## src/jbt_pkg.sv

```systemverilog
package jbt_pkg;

  // Longest string or decimal value the token store holds
  localparam int MAX_TOKEN_LEN = 32;
  localparam int LEN_W         = $clog2(MAX_TOKEN_LEN + 1);
  localparam int ADDR_W        = (MAX_TOKEN_LEN > 1) ? $clog2(MAX_TOKEN_LEN) : 1;

  // Command queue between front and back
  localparam int QUEUE_DEPTH = 4;
  localparam int QPTR_W      = $clog2(QUEUE_DEPTH);

  typedef enum logic [3:0] {
    K_LCURLY       = 4'd0,
    K_RCURLY       = 4'd1,
    K_LBRAC        = 4'd2,
    K_RBRAC        = 4'd3,
    K_COMMA        = 4'd4,
    K_COLON        = 4'd5,
    K_TRUE         = 4'd6,
    K_FALSE        = 4'd7,
    K_NULL         = 4'd8,
    K_STRING       = 4'd9,
    K_DECIMAL      = 4'd10,
    K_ERR_STRING   = 4'd11,
    K_ERR_WORD     = 4'd12,
    K_ERR_OVERFLOW = 4'd13
  } kind_t;

  // One queued command: a single result, or a dump of the token store
  typedef struct packed {
    kind_t             kind;
    logic              dump;
    logic [LEN_W-1:0]  len;
    logic              last;
  } cmd_t;

  // Token store write port, driven by the front
  typedef struct packed {
    logic              en;
    logic [ADDR_W-1:0] addr;
    logic [7:0]        data;
  } store_wr_t;

endpackage

```

## src/jbt_front.sv

```systemverilog
module jbt_front import jbt_pkg::*; (
  input  logic      clk,
  input  logic      rst,
  input  logic      s_tvalid,
  output logic      s_tready,
  input  logic [7:0] s_tdata,   // [7:0] text_byte
  input  logic      s_tuser,    // [0] func
  output logic      push,
  output cmd_t      push_cmd,
  input  logic      q_full,
  input  logic      dump_done,
  output store_wr_t wr
);

  typedef enum logic [1:0] {M_IDLE, M_STR, M_WORD, M_SKIP} mode_t;

  // Running status of the token being collected
  typedef struct packed {
    logic [LEN_W-1:0] len;
    logic [1:0]       dash;
    logic [1:0]       dot;
    logic             foreign;
    logic             kw_t;
    logic             kw_f;
    logic             kw_n;
    logic             first_dot;
    logic             last_dot;
  } tok_t;

  localparam tok_t TOK_CLEAR = '{len: '0, dash: 2'd0, dot: 2'd0, foreign: 1'b0,
                                 kw_t: 1'b1, kw_f: 1'b1, kw_n: 1'b1,
                                 first_dot: 1'b0, last_dot: 1'b0};

  function automatic logic [7:0] true_char(logic [2:0] p);
    case (p)
      3'd0:    return "t";
      3'd1:    return "r";
      3'd2:    return "u";
      default: return "e";
    endcase
  endfunction

  function automatic logic [7:0] false_char(logic [2:0] p);
    case (p)
      3'd0:    return "f";
      3'd1:    return "a";
      3'd2:    return "l";
      3'd3:    return "s";
      default: return "e";
    endcase
  endfunction

  function automatic logic [7:0] null_char(logic [2:0] p);
    case (p)
      3'd0:    return "n";
      3'd1:    return "u";
      default: return "l";
    endcase
  endfunction

  // Status after one more byte goes into the store
  function automatic tok_t tok_append(tok_t t, logic [7:0] c, logic word);
    tok_t       r;
    logic [5:0] p;
    r = t;
    p = 6'(t.len);
    r.len       = LEN_W'(t.len + 1'b1);
    r.kw_t      = t.kw_t && (p < 6'd4) && (c == true_char(p[2:0]));
    r.kw_f      = t.kw_f && (p < 6'd5) && (c == false_char(p[2:0]));
    r.kw_n      = t.kw_n && (p < 6'd4) && (c == null_char(p[2:0]));
    r.first_dot = (p == 6'd0) ? (c == ".") : t.first_dot;
    r.last_dot  = (c == ".");
    if (word) begin
      if (c == "-") begin
        if (t.dash != 2'd2) r.dash = t.dash + 2'd1;
      end else if (c == ".") begin
        if (t.dot != 2'd2) r.dot = t.dot + 2'd1;
      end else if (c < "0" || c > "9") begin
        r.foreign = 1'b1;
      end
    end
    return r;
  endfunction

  function automatic cmd_t mk_single(kind_t k);
    cmd_t r;
    r.kind = k;
    r.dump = 1'b0;
    r.len  = '0;
    r.last = 1'b0;
    return r;
  endfunction

  mode_t      mode;
  mode_t      mode_next;
  tok_t       tok;
  tok_t       tok_next;
  tok_t       appended;
  tok_t       fresh;
  logic       hold_v;
  cmd_t       hold_cmd;
  logic       lock;

  logic       accept;
  logic [7:0] c;
  logic       is_space;
  logic       is_quote;
  logic       is_punct;
  kind_t      pk;
  logic [5:0] tlen6;
  logic       is_true;
  logic       is_false;
  logic       is_null;
  logic       fin_ok;
  logic       fin_bad;
  cmd_t       fin_cmd;
  logic       ovf;
  logic       do_idle;
  logic       wr_req;
  logic [ADDR_W-1:0] wr_addr;
  cmd_t       c0;
  cmd_t       c1;
  logic       c0v;
  logic       c1v;

  assign c        = s_tdata;
  assign s_tready = !hold_v && !lock && !q_full;
  assign accept   = s_tvalid && s_tready;

  // Classify the byte
  always_comb begin
    is_punct = 1'b1;
    pk       = K_LCURLY;
    case (c)
      "{":     pk = K_LCURLY;
      "}":     pk = K_RCURLY;
      "[":     pk = K_LBRAC;
      "]":     pk = K_RBRAC;
      ",":     pk = K_COMMA;
      ":":     pk = K_COLON;
      default: is_punct = 1'b0;
    endcase
  end

  assign is_space = (c == 8'h09) || (c == 8'h0D) || (c == 8'h0A) || (c == 8'h20);
  assign is_quote = (c == 8'h22);

  // Classify the word collected so far
  assign tlen6    = 6'(tok.len);
  assign is_true  = (tlen6 == 6'd4) && tok.kw_t;
  assign is_false = (tlen6 == 6'd5) && tok.kw_f;
  assign is_null  = (tlen6 == 6'd4) && tok.kw_n;
  assign fin_ok   = (tlen6 != 6'd0) && !tok.foreign && (tok.dash != 2'd2) &&
                    (tok.dot != 2'd2) && !tok.first_dot && !tok.last_dot;
  assign fin_bad  = !is_true && !is_false && !is_null && !fin_ok;
  assign ovf      = tlen6 >= 6'(MAX_TOKEN_LEN);
  assign appended = tok_append(tok, c, mode == M_WORD);
  assign fresh    = tok_append(TOK_CLEAR, c, 1'b1);

  always_comb begin
    fin_cmd = mk_single(K_ERR_WORD);
    if (is_true) begin
      fin_cmd.kind = K_TRUE;
    end else if (is_false) begin
      fin_cmd.kind = K_FALSE;
    end else if (is_null) begin
      fin_cmd.kind = K_NULL;
    end else if (fin_ok) begin
      fin_cmd.kind = K_DECIMAL;
      fin_cmd.dump = 1'b1;
      fin_cmd.len  = tok.len;
    end
  end

  // Next lexer state and the commands this item raises
  always_comb begin
    mode_next = mode;
    tok_next  = tok;
    c0        = mk_single(K_LCURLY);
    c1        = mk_single(K_LCURLY);
    c0v       = 1'b0;
    c1v       = 1'b0;
    do_idle   = 1'b0;
    wr_req    = 1'b0;
    wr_addr   = tok.len[ADDR_W-1:0];
    if (s_tuser) begin
      if (mode == M_STR) begin
        c0v = 1'b1;
        c0  = mk_single(K_ERR_STRING);
      end else if (mode == M_WORD) begin
        c0v = 1'b1;
        c0  = fin_cmd;
      end
      mode_next = M_IDLE;
      tok_next  = TOK_CLEAR;
    end else begin
      case (mode)
        M_STR: begin
          if (is_quote) begin
            c0v       = 1'b1;
            c0        = mk_single(K_STRING);
            c0.dump   = (tok.len != '0);
            c0.len    = tok.len;
            mode_next = M_IDLE;
            tok_next  = TOK_CLEAR;
          end else if (ovf) begin
            c0v       = 1'b1;
            c0        = mk_single(K_ERR_OVERFLOW);
            mode_next = M_SKIP;
            tok_next  = TOK_CLEAR;
          end else begin
            wr_req   = 1'b1;
            tok_next = appended;
          end
        end
        M_WORD: begin
          if (is_punct || is_quote || is_space) begin
            c0v      = 1'b1;
            c0       = fin_cmd;
            tok_next = TOK_CLEAR;
            if (fin_bad) begin
              mode_next = M_SKIP;
            end else begin
              mode_next = M_IDLE;
              do_idle   = 1'b1;
            end
          end else if (ovf) begin
            c0v       = 1'b1;
            c0        = mk_single(K_ERR_OVERFLOW);
            mode_next = M_SKIP;
            tok_next  = TOK_CLEAR;
          end else begin
            wr_req   = 1'b1;
            tok_next = appended;
          end
        end
        M_IDLE: begin
          do_idle = 1'b1;
        end
        default: begin
        end
      endcase
      // Start of a new token, or a punctuation result
      if (do_idle) begin
        if (is_punct) begin
          c1v = 1'b1;
          c1  = mk_single(pk);
        end else if (is_quote) begin
          mode_next = M_STR;
          tok_next  = TOK_CLEAR;
        end else if (!is_space) begin
          mode_next = M_WORD;
          tok_next  = fresh;
          wr_req    = 1'b1;
          wr_addr   = '0;
        end
      end
    end
    // Mark the final result of the item
    if (c1v) begin
      c1.last = 1'b1;
    end else begin
      c0.last = 1'b1;
    end
  end

  assign wr.en   = accept && wr_req;
  assign wr.addr = wr_addr;
  assign wr.data = c;

  assign push     = hold_v ? !q_full : (accept && (c0v || c1v));
  assign push_cmd = hold_v ? hold_cmd : (c0v ? c0 : c1);

  // Hold lexer state; lock out new bytes while the store is being dumped
  always_ff @(posedge clk) begin
    if (rst) begin
      mode   <= M_IDLE;
      tok    <= TOK_CLEAR;
      hold_v <= 1'b0;
      lock   <= 1'b0;
    end else begin
      if (accept) begin
        mode <= mode_next;
        tok  <= tok_next;
        if (c0v && c1v) hold_v <= 1'b1;
      end
      if (hold_v && !q_full) hold_v <= 1'b0;
      if (push && push_cmd.dump) begin
        lock <= 1'b1;
      end else if (dump_done) begin
        lock <= 1'b0;
      end
    end
  end

  // Park the second command of an item
  always_ff @(posedge clk) begin
    if (accept && c0v && c1v) hold_cmd <= c1;
  end

endmodule

```

## src/jbt_cmd_fifo.sv

```systemverilog
module jbt_cmd_fifo import jbt_pkg::*; (
  input  logic clk,
  input  logic rst,
  input  logic push,
  input  cmd_t push_cmd,
  output logic full,
  input  logic pop,
  output logic q_valid,
  output cmd_t q_cmd
);

  cmd_t              entries [QUEUE_DEPTH];
  logic [QPTR_W-1:0] wptr;
  logic [QPTR_W-1:0] rptr;
  logic [QPTR_W:0]   count;

  assign full    = (count == (QPTR_W+1)'(QUEUE_DEPTH));
  assign q_valid = (count != '0);
  assign q_cmd   = entries[rptr];

  // Advance pointers and occupancy
  always_ff @(posedge clk) begin
    if (rst) begin
      wptr  <= '0;
      rptr  <= '0;
      count <= '0;
    end else begin
      if (push) wptr <= wptr + 1'b1;
      if (pop)  rptr <= rptr + 1'b1;
      if (push && !pop) begin
        count <= count + 1'b1;
      end else if (pop && !push) begin
        count <= count - 1'b1;
      end
    end
  end

  always_ff @(posedge clk) begin
    if (push) entries[wptr] <= push_cmd;
  end

endmodule

```

## src/jbt_back.sv

```systemverilog
module jbt_back import jbt_pkg::*; (
  input  logic        clk,
  input  logic        rst,
  input  store_wr_t   wr,
  input  logic        q_valid,
  input  cmd_t        q_cmd,
  output logic        pop,
  output logic        dump_done,
  output logic        m_tvalid,
  input  logic        m_tready,
  output logic [15:0] m_tdata,   // [7:0] value_byte, [8] token_end
  output logic [4:0]  m_tuser,   // [3:0] token_kind, [4] value_valid
  output logic        m_tlast    // last
);

  typedef enum logic {B_IDLE, B_DUMP} bstate_t;

  logic [7:0]        store [MAX_TOKEN_LEN];
  logic              rd_en;
  logic [ADDR_W-1:0] rd_addr;
  logic [7:0]        rd_data;

  bstate_t           state;
  cmd_t              cur;
  logic [ADDR_W-1:0] idx;
  logic              slot_free;
  logic              at_end;

  kind_t             out_kind;
  logic [7:0]        out_byte;
  logic              out_vv;
  logic              out_end;

  assign slot_free = !m_tvalid || m_tready;
  assign at_end    = (LEN_W'(LEN_W'(idx) + 1'b1) == cur.len);
  assign pop       = (state == B_IDLE) && q_valid && (q_cmd.dump || slot_free);
  assign rd_en     = ((state == B_IDLE) && q_valid && q_cmd.dump) ||
                     ((state == B_DUMP) && slot_free && !at_end);
  assign rd_addr   = (state == B_IDLE) ? '0 : ADDR_W'(idx + 1'b1);
  assign dump_done = (state == B_DUMP) && slot_free && at_end;

  // Token store: written by the front, read here one byte at a time
  always_ff @(posedge clk) begin
    if (wr.en) store[wr.addr] <= wr.data;
    if (rd_en) rd_data <= store[rd_addr];
  end

  // Run commands into the output register
  always_ff @(posedge clk) begin
    if (rst) begin
      state    <= B_IDLE;
      m_tvalid <= 1'b0;
    end else begin
      case (state)
        B_IDLE: begin
          if (pop && !q_cmd.dump) begin
            m_tvalid <= 1'b1;
            out_kind <= q_cmd.kind;
            out_byte <= 8'd0;
            out_vv   <= 1'b0;
            out_end  <= 1'b1;
            m_tlast  <= q_cmd.last;
          end else begin
            // Drop the result once it has been taken
            if (m_tready) m_tvalid <= 1'b0;
            if (pop) begin
              cur   <= q_cmd;
              idx   <= '0;
              state <= B_DUMP;
            end
          end
        end
        B_DUMP: begin
          if (slot_free) begin
            m_tvalid <= 1'b1;
            out_kind <= cur.kind;
            out_byte <= rd_data;
            out_vv   <= 1'b1;
            out_end  <= at_end;
            m_tlast  <= cur.last && at_end;
            if (at_end) begin
              state <= B_IDLE;
            end else begin
              idx <= ADDR_W'(idx + 1'b1);
            end
          end
        end
        default: state <= B_IDLE;
      endcase
    end
  end

  assign m_tdata = {7'd0, out_end, out_byte};
  assign m_tuser = {out_vv, out_kind};

endmodule

```

## src/json_byte_tokenizer.sv

```systemverilog
// Streaming JSON tokenizer. Text bytes (s_tuser 0) or end-of-line markers
// (s_tuser 1) come in one per transfer; tokens go out as one transfer per
// result, with m_tlast on the final result of each input transfer. A byte
// that only extends a string or a word goes straight into the token store.
// Punctuation, keywords and errors leave as a single result, queued and
// then registered into the output. When a string or decimal closes, its
// bytes are read back from the token store one per cycle while the output
// is not stalled, through a registered read port, and no new byte is taken
// until that dump has finished. An input that closes a word and also
// carries punctuation parks its second command and queues it after the first.
// The store holds up to MAX_TOKEN_LEN bytes and needs no clearing after reset.
module json_byte_tokenizer import jbt_pkg::*; (
  input  logic        clk,
  input  logic        rst,
  input  logic        s_tvalid,
  output logic        s_tready,
  input  logic [7:0]  s_tdata,   // [7:0] text_byte
  input  logic        s_tuser,   // [0] func
  output logic        m_tvalid,
  input  logic        m_tready,
  output logic [15:0] m_tdata,   // [7:0] value_byte, [8] token_end, [15:9] zero
  output logic [4:0]  m_tuser,   // [3:0] token_kind, [4] value_valid
  output logic        m_tlast    // last
);

  logic      push;
  cmd_t      push_cmd;
  logic      q_full;
  logic      pop;
  logic      q_valid;
  cmd_t      q_cmd;
  logic      dump_done;
  store_wr_t wr;

  jbt_front u_front (
    .clk       (clk),
    .rst       (rst),
    .s_tvalid  (s_tvalid),
    .s_tready  (s_tready),
    .s_tdata   (s_tdata),
    .s_tuser   (s_tuser),
    .push      (push),
    .push_cmd  (push_cmd),
    .q_full    (q_full),
    .dump_done (dump_done),
    .wr        (wr)
  );

  jbt_cmd_fifo u_fifo (
    .clk      (clk),
    .rst      (rst),
    .push     (push),
    .push_cmd (push_cmd),
    .full     (q_full),
    .pop      (pop),
    .q_valid  (q_valid),
    .q_cmd    (q_cmd)
  );

  jbt_back u_back (
    .clk       (clk),
    .rst       (rst),
    .wr        (wr),
    .q_valid   (q_valid),
    .q_cmd     (q_cmd),
    .pop       (pop),
    .dump_done (dump_done),
    .m_tvalid  (m_tvalid),
    .m_tready  (m_tready),
    .m_tdata   (m_tdata),
    .m_tuser   (m_tuser),
    .m_tlast   (m_tlast)
  );

endmodule

```

## config.mk

```make
export PLATFORM = sky130hd
export DESIGN_NAME = json_byte_tokenizer
export DESIGN_NICKNAME = d
export VERILOG_FILES = /design/src/jbt_pkg.sv /design/src/jbt_front.sv /design/src/jbt_cmd_fifo.sv /design/src/jbt_back.sv /design/src/json_byte_tokenizer.sv
export SDC_FILE = /design/constraint.sdc
export NUM_CORES = 1
export LEC_CHECK = 0
export BUFFER_PORTS_ARGS = -buffer_cell sky130_fd_sc_hd__buf_2
export CELL_PAD_IN_SITES_DETAIL_PLACEMENT = 1
export CELL_PAD_IN_SITES_GLOBAL_PLACEMENT = 1
export CORE_MARGIN = 2
export CORE_UTILIZATION = 41
export CTS_CLUSTER_DIAMETER = 30
export DETAILED_ROUTE_END_ITERATION = 10
export PLACE_DENSITY_LB_ADDON = 0.1
export SYNTH_ARGS = -nofsm -noshare
export SYNTH_HDL_FRONTEND = slang
export SYNTH_SLANG_ARGS = --single-unit
export TNS_END_PERCENT = 1
```

## constraint.sdc

```tcl
create_clock -name clk -period 6.85 [get_ports clk]
set_input_delay 0.685 -clock clk [delete_from_list [all_inputs] [get_ports clk]]
set_output_delay 0.685 -clock clk [all_outputs]
set_load 0.01 [all_outputs]
```

; ---- Word-level counts from Yosys, hierarchy flattened
; Memories as Yosys holds them, arrays and structs flattened. A register that Yosys moved wholly into a read port is not among the register bits.
; Index checks and enable logic that the tools add are counted.
[word_totals]
ff_bits = 72
ram_bits = 304
input_bits = 13
out_inout_bits = 24
elab_cells = 288
n_memories = 2
[memory_table]
columns = memory, words, word_bits, read_ports, rd_clocked_by_memory_dff, wr, line
row1 = u_back.store, 32, 8, 1, 1, 1, jbt_back.sv:18  ; logic [7:0] store [MAX_TOKEN_LEN];
row2 = u_fifo.entries, 4, 12, 1, 1, 1, jbt_cmd_fifo.sv:12  ; cmd_t entries [QUEUE_DEPTH];
[op_classes]
add_sub_neg = 9
n_lt_le_gt_ge = 5
eq_ne = 36
muxes = 127
bitwise_logic = 3
reduce_logical = 76
[op_table]
columns = cell, n
row1 = two-way mux 16 bit, 8
row2 = two-way mux 12 bit, 10
row3 = "== test 8 x 7 -> 1 bit, second input constant", 7
row4 = two-way mux 5 bit, 11
row5 = two-way mux 1 bit, 49
row6 = "== test 8 x 6 -> 1 bit, second input constant", 6
row7 = logical AND 1 bit, 37
row8 = one-hot mux 16 bit (2 select lines), 1
row9 = two-way mux 2 bit, 15
row10 = "== test 8 x 4 -> 1 bit, second input constant", 3
row11 = == test 8 x 7 -> 1 bit, 3
row12 = one-hot mux 12 bit (2 select lines), 1
row13 = two-way mux 7 bit, 3
row14 = two-way mux 4 bit, 5
row15 = one-hot mux 5 bit (2 select lines), 2
row16 = one-hot mux 5 bit (4 select lines), 1
row17 = two-way mux 8 bit, 2
row18 = one-hot mux 1 bit (2 select lines), 8
row19 = one-hot mux 8 bit (2 select lines), 1
row20 = zero test 1 bit, 15
row21 = one-hot mux 3 bit (5 select lines), 1
row22 = one-hot mux 5 bit (3 select lines), 1
row23 = "== test 6 x 3 -> 1 bit, second input constant", 2
row24 = "less-than comparator 6 x 3 -> 1 bit, second input constant", 2
row25 = other kinds (37), 62

; ---- Longest topological paths before layout
[logic_depth]
depth_word = 21
mapped_depth = 16
depth_no_buf = 15

; ---- Modules after synthesis
; Synthesis repeated with hierarchy kept, for this count alone.
[unflattened]
cells_unflattened = 1264
area_unflattened_um2 = 17017.6
[by_module_without_submodules]
columns = mod, instances, cells_each, area_per_inst_um2, seq_area_each_um2
row1 = jbt_back, 1, 780, 12062.8, 8898.5
row2 = jbt_front, 1, 378, 2788.9, 520.5
row3 = jbt_cmd_fifo, 1, 106, 2165.8, 1621.6

; ---- Worst setup path after synthesis
; No wires, ideal clock.
[synth_timing]
kind = input -> register
start = input port s_tdata[4]
end = register u_fifo.count[2]
setup_time_ns = 0.070
t_arrival_ns = 4.127
required_ns = 6.780
setup_slack_ns = 2.653
cell_stages = 16
n_path_buf = 2
cell_sequence = or4b_1 -> nor4_2 -> buf_4 -> or2_1 -> buf_2 -> o21a_1 -> o21bai_2 -> inv_1 -> ha_1 -> o22ai_1 -> ha_1 -> inv_1 -> fa_1 -> xor2_1 -> or3_1 -> a21oi_1
[synth_between]
elab_chain_cells = 16
elab_cells_between_ends = 36
cone_classes = 11 x eq/ne / 13 x mux / 12 x reduce/logical
[synth_rtl]
columns = item, line
row1 = start: declaration, json_byte_tokenizer.sv:17  ; input logic [7:0] s_tdata,
row2 = "== test 8 x 7 -> 1 bit, or another cell as far along", jbt_front.sv:134  ; case (c)
row3 = OR reduction 6 bit (no source line) or logical OR 1 bit (tied branches), n/a
row4 = two-way mux 1 bit or logical OR 1 bit (tied branches), "jbt_front.sv:134, jbt_front.sv:145"
row5 = logical OR 1 bit (on tied branches), "jbt_front.sv:217, jbt_front.sv:145"
row6 = logical OR 1 bit, jbt_front.sv:217  ; if (is_punct || is_quote || is_space) begin
row7 = two-way mux 1 bit, jbt_front.sv:217
row8 = one-hot mux 1 bit (2 select lines), jbt_front.sv:197  ; case (mode)
row9 = two-way mux 1 bit, jbt_front.sv:186  ; if (s_tuser) begin
row10 = two-way mux 1 bit, jbt_front.sv:244  ; if (do_idle) begin
row11 = two-way mux 1 bit, jbt_front.sv:186
row12 = logical OR 1 bit (*), jbt_front.sv:271  ; assign push = hold_v ? !q_full : (accept && (c0v || c1v));
row13 = logical AND 1 bit (*), jbt_front.sv:271
row14 = two-way mux 1 bit (*), jbt_front.sv:271
row15 = zero test 1 bit, jbt_cmd_fifo.sv:32  ; end else if (pop && !push) begin
row16 = logical AND 1 bit, jbt_cmd_fifo.sv:32
row17 = nonzero test 2 bit (no source line), n/a
row18 = end signal: assignment, jbt_cmd_fifo.sv:31  ; count <= count + 1'b1;
row19 = end signal: assignment, jbt_cmd_fifo.sv:33  ; count <= count - 1'b1;
row20 = end: declaration, jbt_cmd_fifo.sv:15  ; logic [QPTR_W:0] count;
; Every way passes the cells marked *; elsewhere a longest branch is shown, timed or not. The select of a mux whose other input is x is not followed.
; A chain may end at the register's enable or synchronous reset.

; ---- Worst setup path after layout
[layout_timing]
start = register u_front.tok, in the netlist u_front.tlen6[3]
end = register u_fifo.count[2]
[layout_between]
elab_chain_cells = 20
elab_cells_between_ends = 38
cone_classes = 1 x order compare / 2 x eq/ne / 13 x mux / 22 x reduce/logical
[layout_rtl]
columns = item, line
row1 = start: declaration, jbt_front.sv:96  ; tok_t tok;
row2 = start signal: assignment, jbt_front.sv:284  ; tok <= tok_next;
row3 = nonzero test 6 bit, jbt_front.sv:153  ; assign fin_ok = (tlen6 != 6'd0) && !tok.foreign && (tok.dash != 2'd2) &&
row4 = logical AND 1 bit (3 in a row), jbt_front.sv:153
row5 = logical AND 1 bit (2 in a row), jbt_front.sv:154  ; (tok.dot != 2'd2) && !tok.first_dot && !tok.last_dot;
row6 = zero test 1 bit, jbt_front.sv:155  ; assign fin_bad = !is_true && !is_false && !is_null && !fin_ok;
row7 = logical AND 1 bit, jbt_front.sv:155
row8 = two-way mux 1 bit, jbt_front.sv:221  ; if (fin_bad) begin
row9 = two-way mux 1 bit, jbt_front.sv:217
row10 = one-hot mux 1 bit (2 select lines), jbt_front.sv:197
row11 = two-way mux 1 bit, jbt_front.sv:186
row12 = two-way mux 1 bit, jbt_front.sv:244
row13 = two-way mux 1 bit, jbt_front.sv:186
row14 = logical OR 1 bit (*), jbt_front.sv:271
row15 = logical AND 1 bit (*), jbt_front.sv:271
row16 = two-way mux 1 bit (*), jbt_front.sv:271
row17 = zero test 1 bit, jbt_cmd_fifo.sv:32
row18 = logical AND 1 bit, jbt_cmd_fifo.sv:32
row19 = nonzero test 2 bit (no source line), n/a
; Marked as above.

==> results.json <==
{
  "drc": 0,
  "holdBufCountCts": 0,
  "start_util_pct": 41.4,
  "yosysSeqAreaShare_pct": 65.5,
  "place_area_mm2": 0.0175,
  "hold_path_depth": 3,
  "worstHoldStart": "m_tready",
  "worst-path-buf-inv": 1,
  "ys_warn_count": 0,
  "synth-edff-count": 347,
  "ys.flop_type": "edfxtp_1",
  "cts.path.max_buffers": 3,
  "critPathCaptureType": "flop",
  "r2r_cells": 13,
  "ys_ff_latch": 378,
  "diodes": 0,
  "dr.pass1.iters": 7,
  "hold_viol_final": 0,
  "worstPathRequired_ns": 7.38,
  "min_period_ns": 4.65,
  "final_common_cell": "edfxtp_1",
  "synth_top_area_share_pct": 61.8,
  "clock_sinks": 378,
  "slew_viol_final": 0,
  "viasPerCell": 5.64,
  "slew_headroom_pct": 24.8,
  "mostFrequentLayoutCells": "edfxtp_1, nand2_1, clkbuf_16, nor2_1, a21oi_1",
  "pre_cts_ws_ns": 1.69,
  "cts_buffers": 88,
  "min_to": "u_back.m_tvalid",
  "vdd.ir_drop.worst_v": 0.000194,
  "final_cell_area_mm2": 0.0204,
  "wl_per_cell_um": 23.3,
  "critPathMaxFanout": 16,
  "avgSynthCellArea_um2": 12.6,
  "rsz0062_at_grt": "no",
  "status": "finished, final reports clean",
  "cp_slowest_cell": "nor4b_1",
  "synthesis.area_mm2": 0.0169,
  "coreArea_mm2": 0.0407,
  "min_path_type": "in2reg",
  "layout.nets": 1434,
  "grt_first_pass_wirelength_um": 72100,
  "r2r_slack_ns": 2.20,
  "path_cells": "nor4b_1 -> a21boi_0 -> o21ai_1 -> and2_1 -> or3_1 -> ha_1 -> o22ai_1 -> ha_1 -> inv_1 -> fa_1 -> xor2_1 -> or3_1 -> a21oi_1",
  "drv_cap": 0,
  "critPathTopFamily": "simple AND/OR/NAND/NOR gates",
  "fin_tns_setup_ns": 0,
  "synth_cell_type_count": 81,
  "drt_iter0_drc": 846,
  "worst_pin_slew_ns": 1.12,
  "cts_resized": 0,
  "fin_util_pct": 50.0,
  "dp_hpwl_um": 29200,
  "root_buffer": "clkbuf_16",
  "syn2layout_area_growth_pct": 20.8,
  "p_leak_uw": 0.00698,
  "die-height_um": 207,
  "async_flop_share_pct": 0,
  "power.total_uw": 8240,
  "fin_ws_ns": 2.20,
  "grt_pass1_vias": 11800,
  "r2r_end": "u_fifo.count[2]",
  "clk_latency_ns": 0.62,
  "cts-htree-levels": 3,
  "cts_setup_buffers": 0,
  "setup_viol": 0,
  "vias": 11300,
  "ys_top_cells_by_area": "edfxtp_1, nand2_1, dfxtp_1",
  "antenna_found_initial": 0,
  "drive_gt1_share_pct": 15.3,
  "yosysTopAreaCell": "edfxtp_1",
  "core.rowCount": 74,
  "cts_tree": "done",
  "arrival_ns": 5.18,
  "finClkSkew_ns": 0.0254,
  "power_density_mw_per_mm2": 405,
  "gp_congestion": 0.855,
  "grt_max_degree": 81,
  "max_stage_delay_ns": 0.61,
  "worstReg2RegStart": "u_front.tlen6[3]",
  "fp.dieArea_mm2": 0.0427,
  "postRouteAntennaNets": 0,
  "die_x_um": 207,
  "io_buffers": 29,
  "cts.reportedPaths.clkPinSlew_ns": 0.04,
  "finalCritPeriodShare_pct": 67.8,
  "setup.worst_path.start_class": "flop",
  "fmax_mhz": 215,
  "wl_um": 46500,
  "overflow": 0,
  "grt_use_total_pct": 22.6,
  "netlist_instances": 1338,
  "critPathKind": "reg2reg",
  "io_pins": 37
}
==> cell families after synthesis <==
family,Yosys count,share of synthesized area [%]
simple gates,464,13.1
flops,378,65.5
compound gates,282,11.6
buf+inv,120,2.94
mux,54,4.17
fa+ha+maj,22,1.68
xor+xnor,17,0.884
other cells,1,0.0223
==> through the flow <==
stage | hold slack [ns] | std cells
floorplan | 0.439 | 1344
global placement | 0.453 | 1841
detailed placement | 0.469 | 1841
CTS | 0.432 | 1999
global route | 0.468 | 1999
finish | 0.461 | 1999
==> worst max-delay path by stage <==
stage / startpoint / end / depth (start not counted)
3_5_place_dp: s_tdata[5] / u_fifo.count[2] / 15
6_report: u_front.tlen6[3] / u_fifo.count[2] / 13
3_3_place_gp: s_tdata[5] / u_fifo.count[2] / 15
4_1_cts: u_front.tlen6[0] / u_fifo.count[2] / 15
2_1_floorplan: s_tdata[4] / u_fifo.count[2] / 16
5_1_grt: u_front.tlen6[3] / u_fifo.count[2] / 13
==> state kept, by name (all words and copies together), names as in the netlist, 5 cells and up, named ones only <==
register         flops
u_back.cur          11
u_back.idx           5
u_back.out_byte      8
u_back.rd_data       8
u_back.store       256
u_fifo.entries      48
u_front.tlen6        6
u_front.tok         10
==> power breakdown <==
| group | switching, uW | internal (uW) |
|---|---|---|
| clock network | 1310 | 2650 |
| registers | 84.2 | 2690 |
| logic | 1020 | 482 |
| total | 2410 | 5830 |
==> cells in the mapped netlist, types with 7 or more instances <==
master	instances
nor2_1	78
xor2_1	7
o21ai_0	38
nor2b_1	26
mux4_2	12
o2111ai_1	11
nor3_1	17
ha_1	21
nand2b_1	12
nand2_1	199
edfxtp_1	347
buf_1	11
o31ai_1	7
and2_1	24
a21oi_1	73
dfxtp_1	31
a311oi_1	25
o221ai_1	16
or3_1	9
mux2i_1	33
buf_4	10
mux2_2	9
xnor2_1	10
clkbuf_1	61
nand3_1	43
inv_1	32
a31oi_1	15
a211oi_1	21
o211ai_1	20
nand4_1	8
==> layer usage <==
layer	track usage (%)	wire (um)
met1	31.4	21800
met3	4.84	2210
met2	35.5	21700
met4	7.37	873
met5	0	0
==> worst min-delay path, stage by stage <==
cell and delay, ns:
buf_2 0.09, nand2b_1 0.16, a21oi_1 0.08
==> layout make-up <==
type | count | area (um2)
fill | 4126 | 20400
sequential | 378 | 11000
multi-input combinational | 846 | 5360
clock buffer | 108 | 2320
tap | 532 | 666
clock inverter | 50 | 539
timing repair buffer | 53 | 325
inverter | 32 | 120
Power figures use the tool's default switching activity.
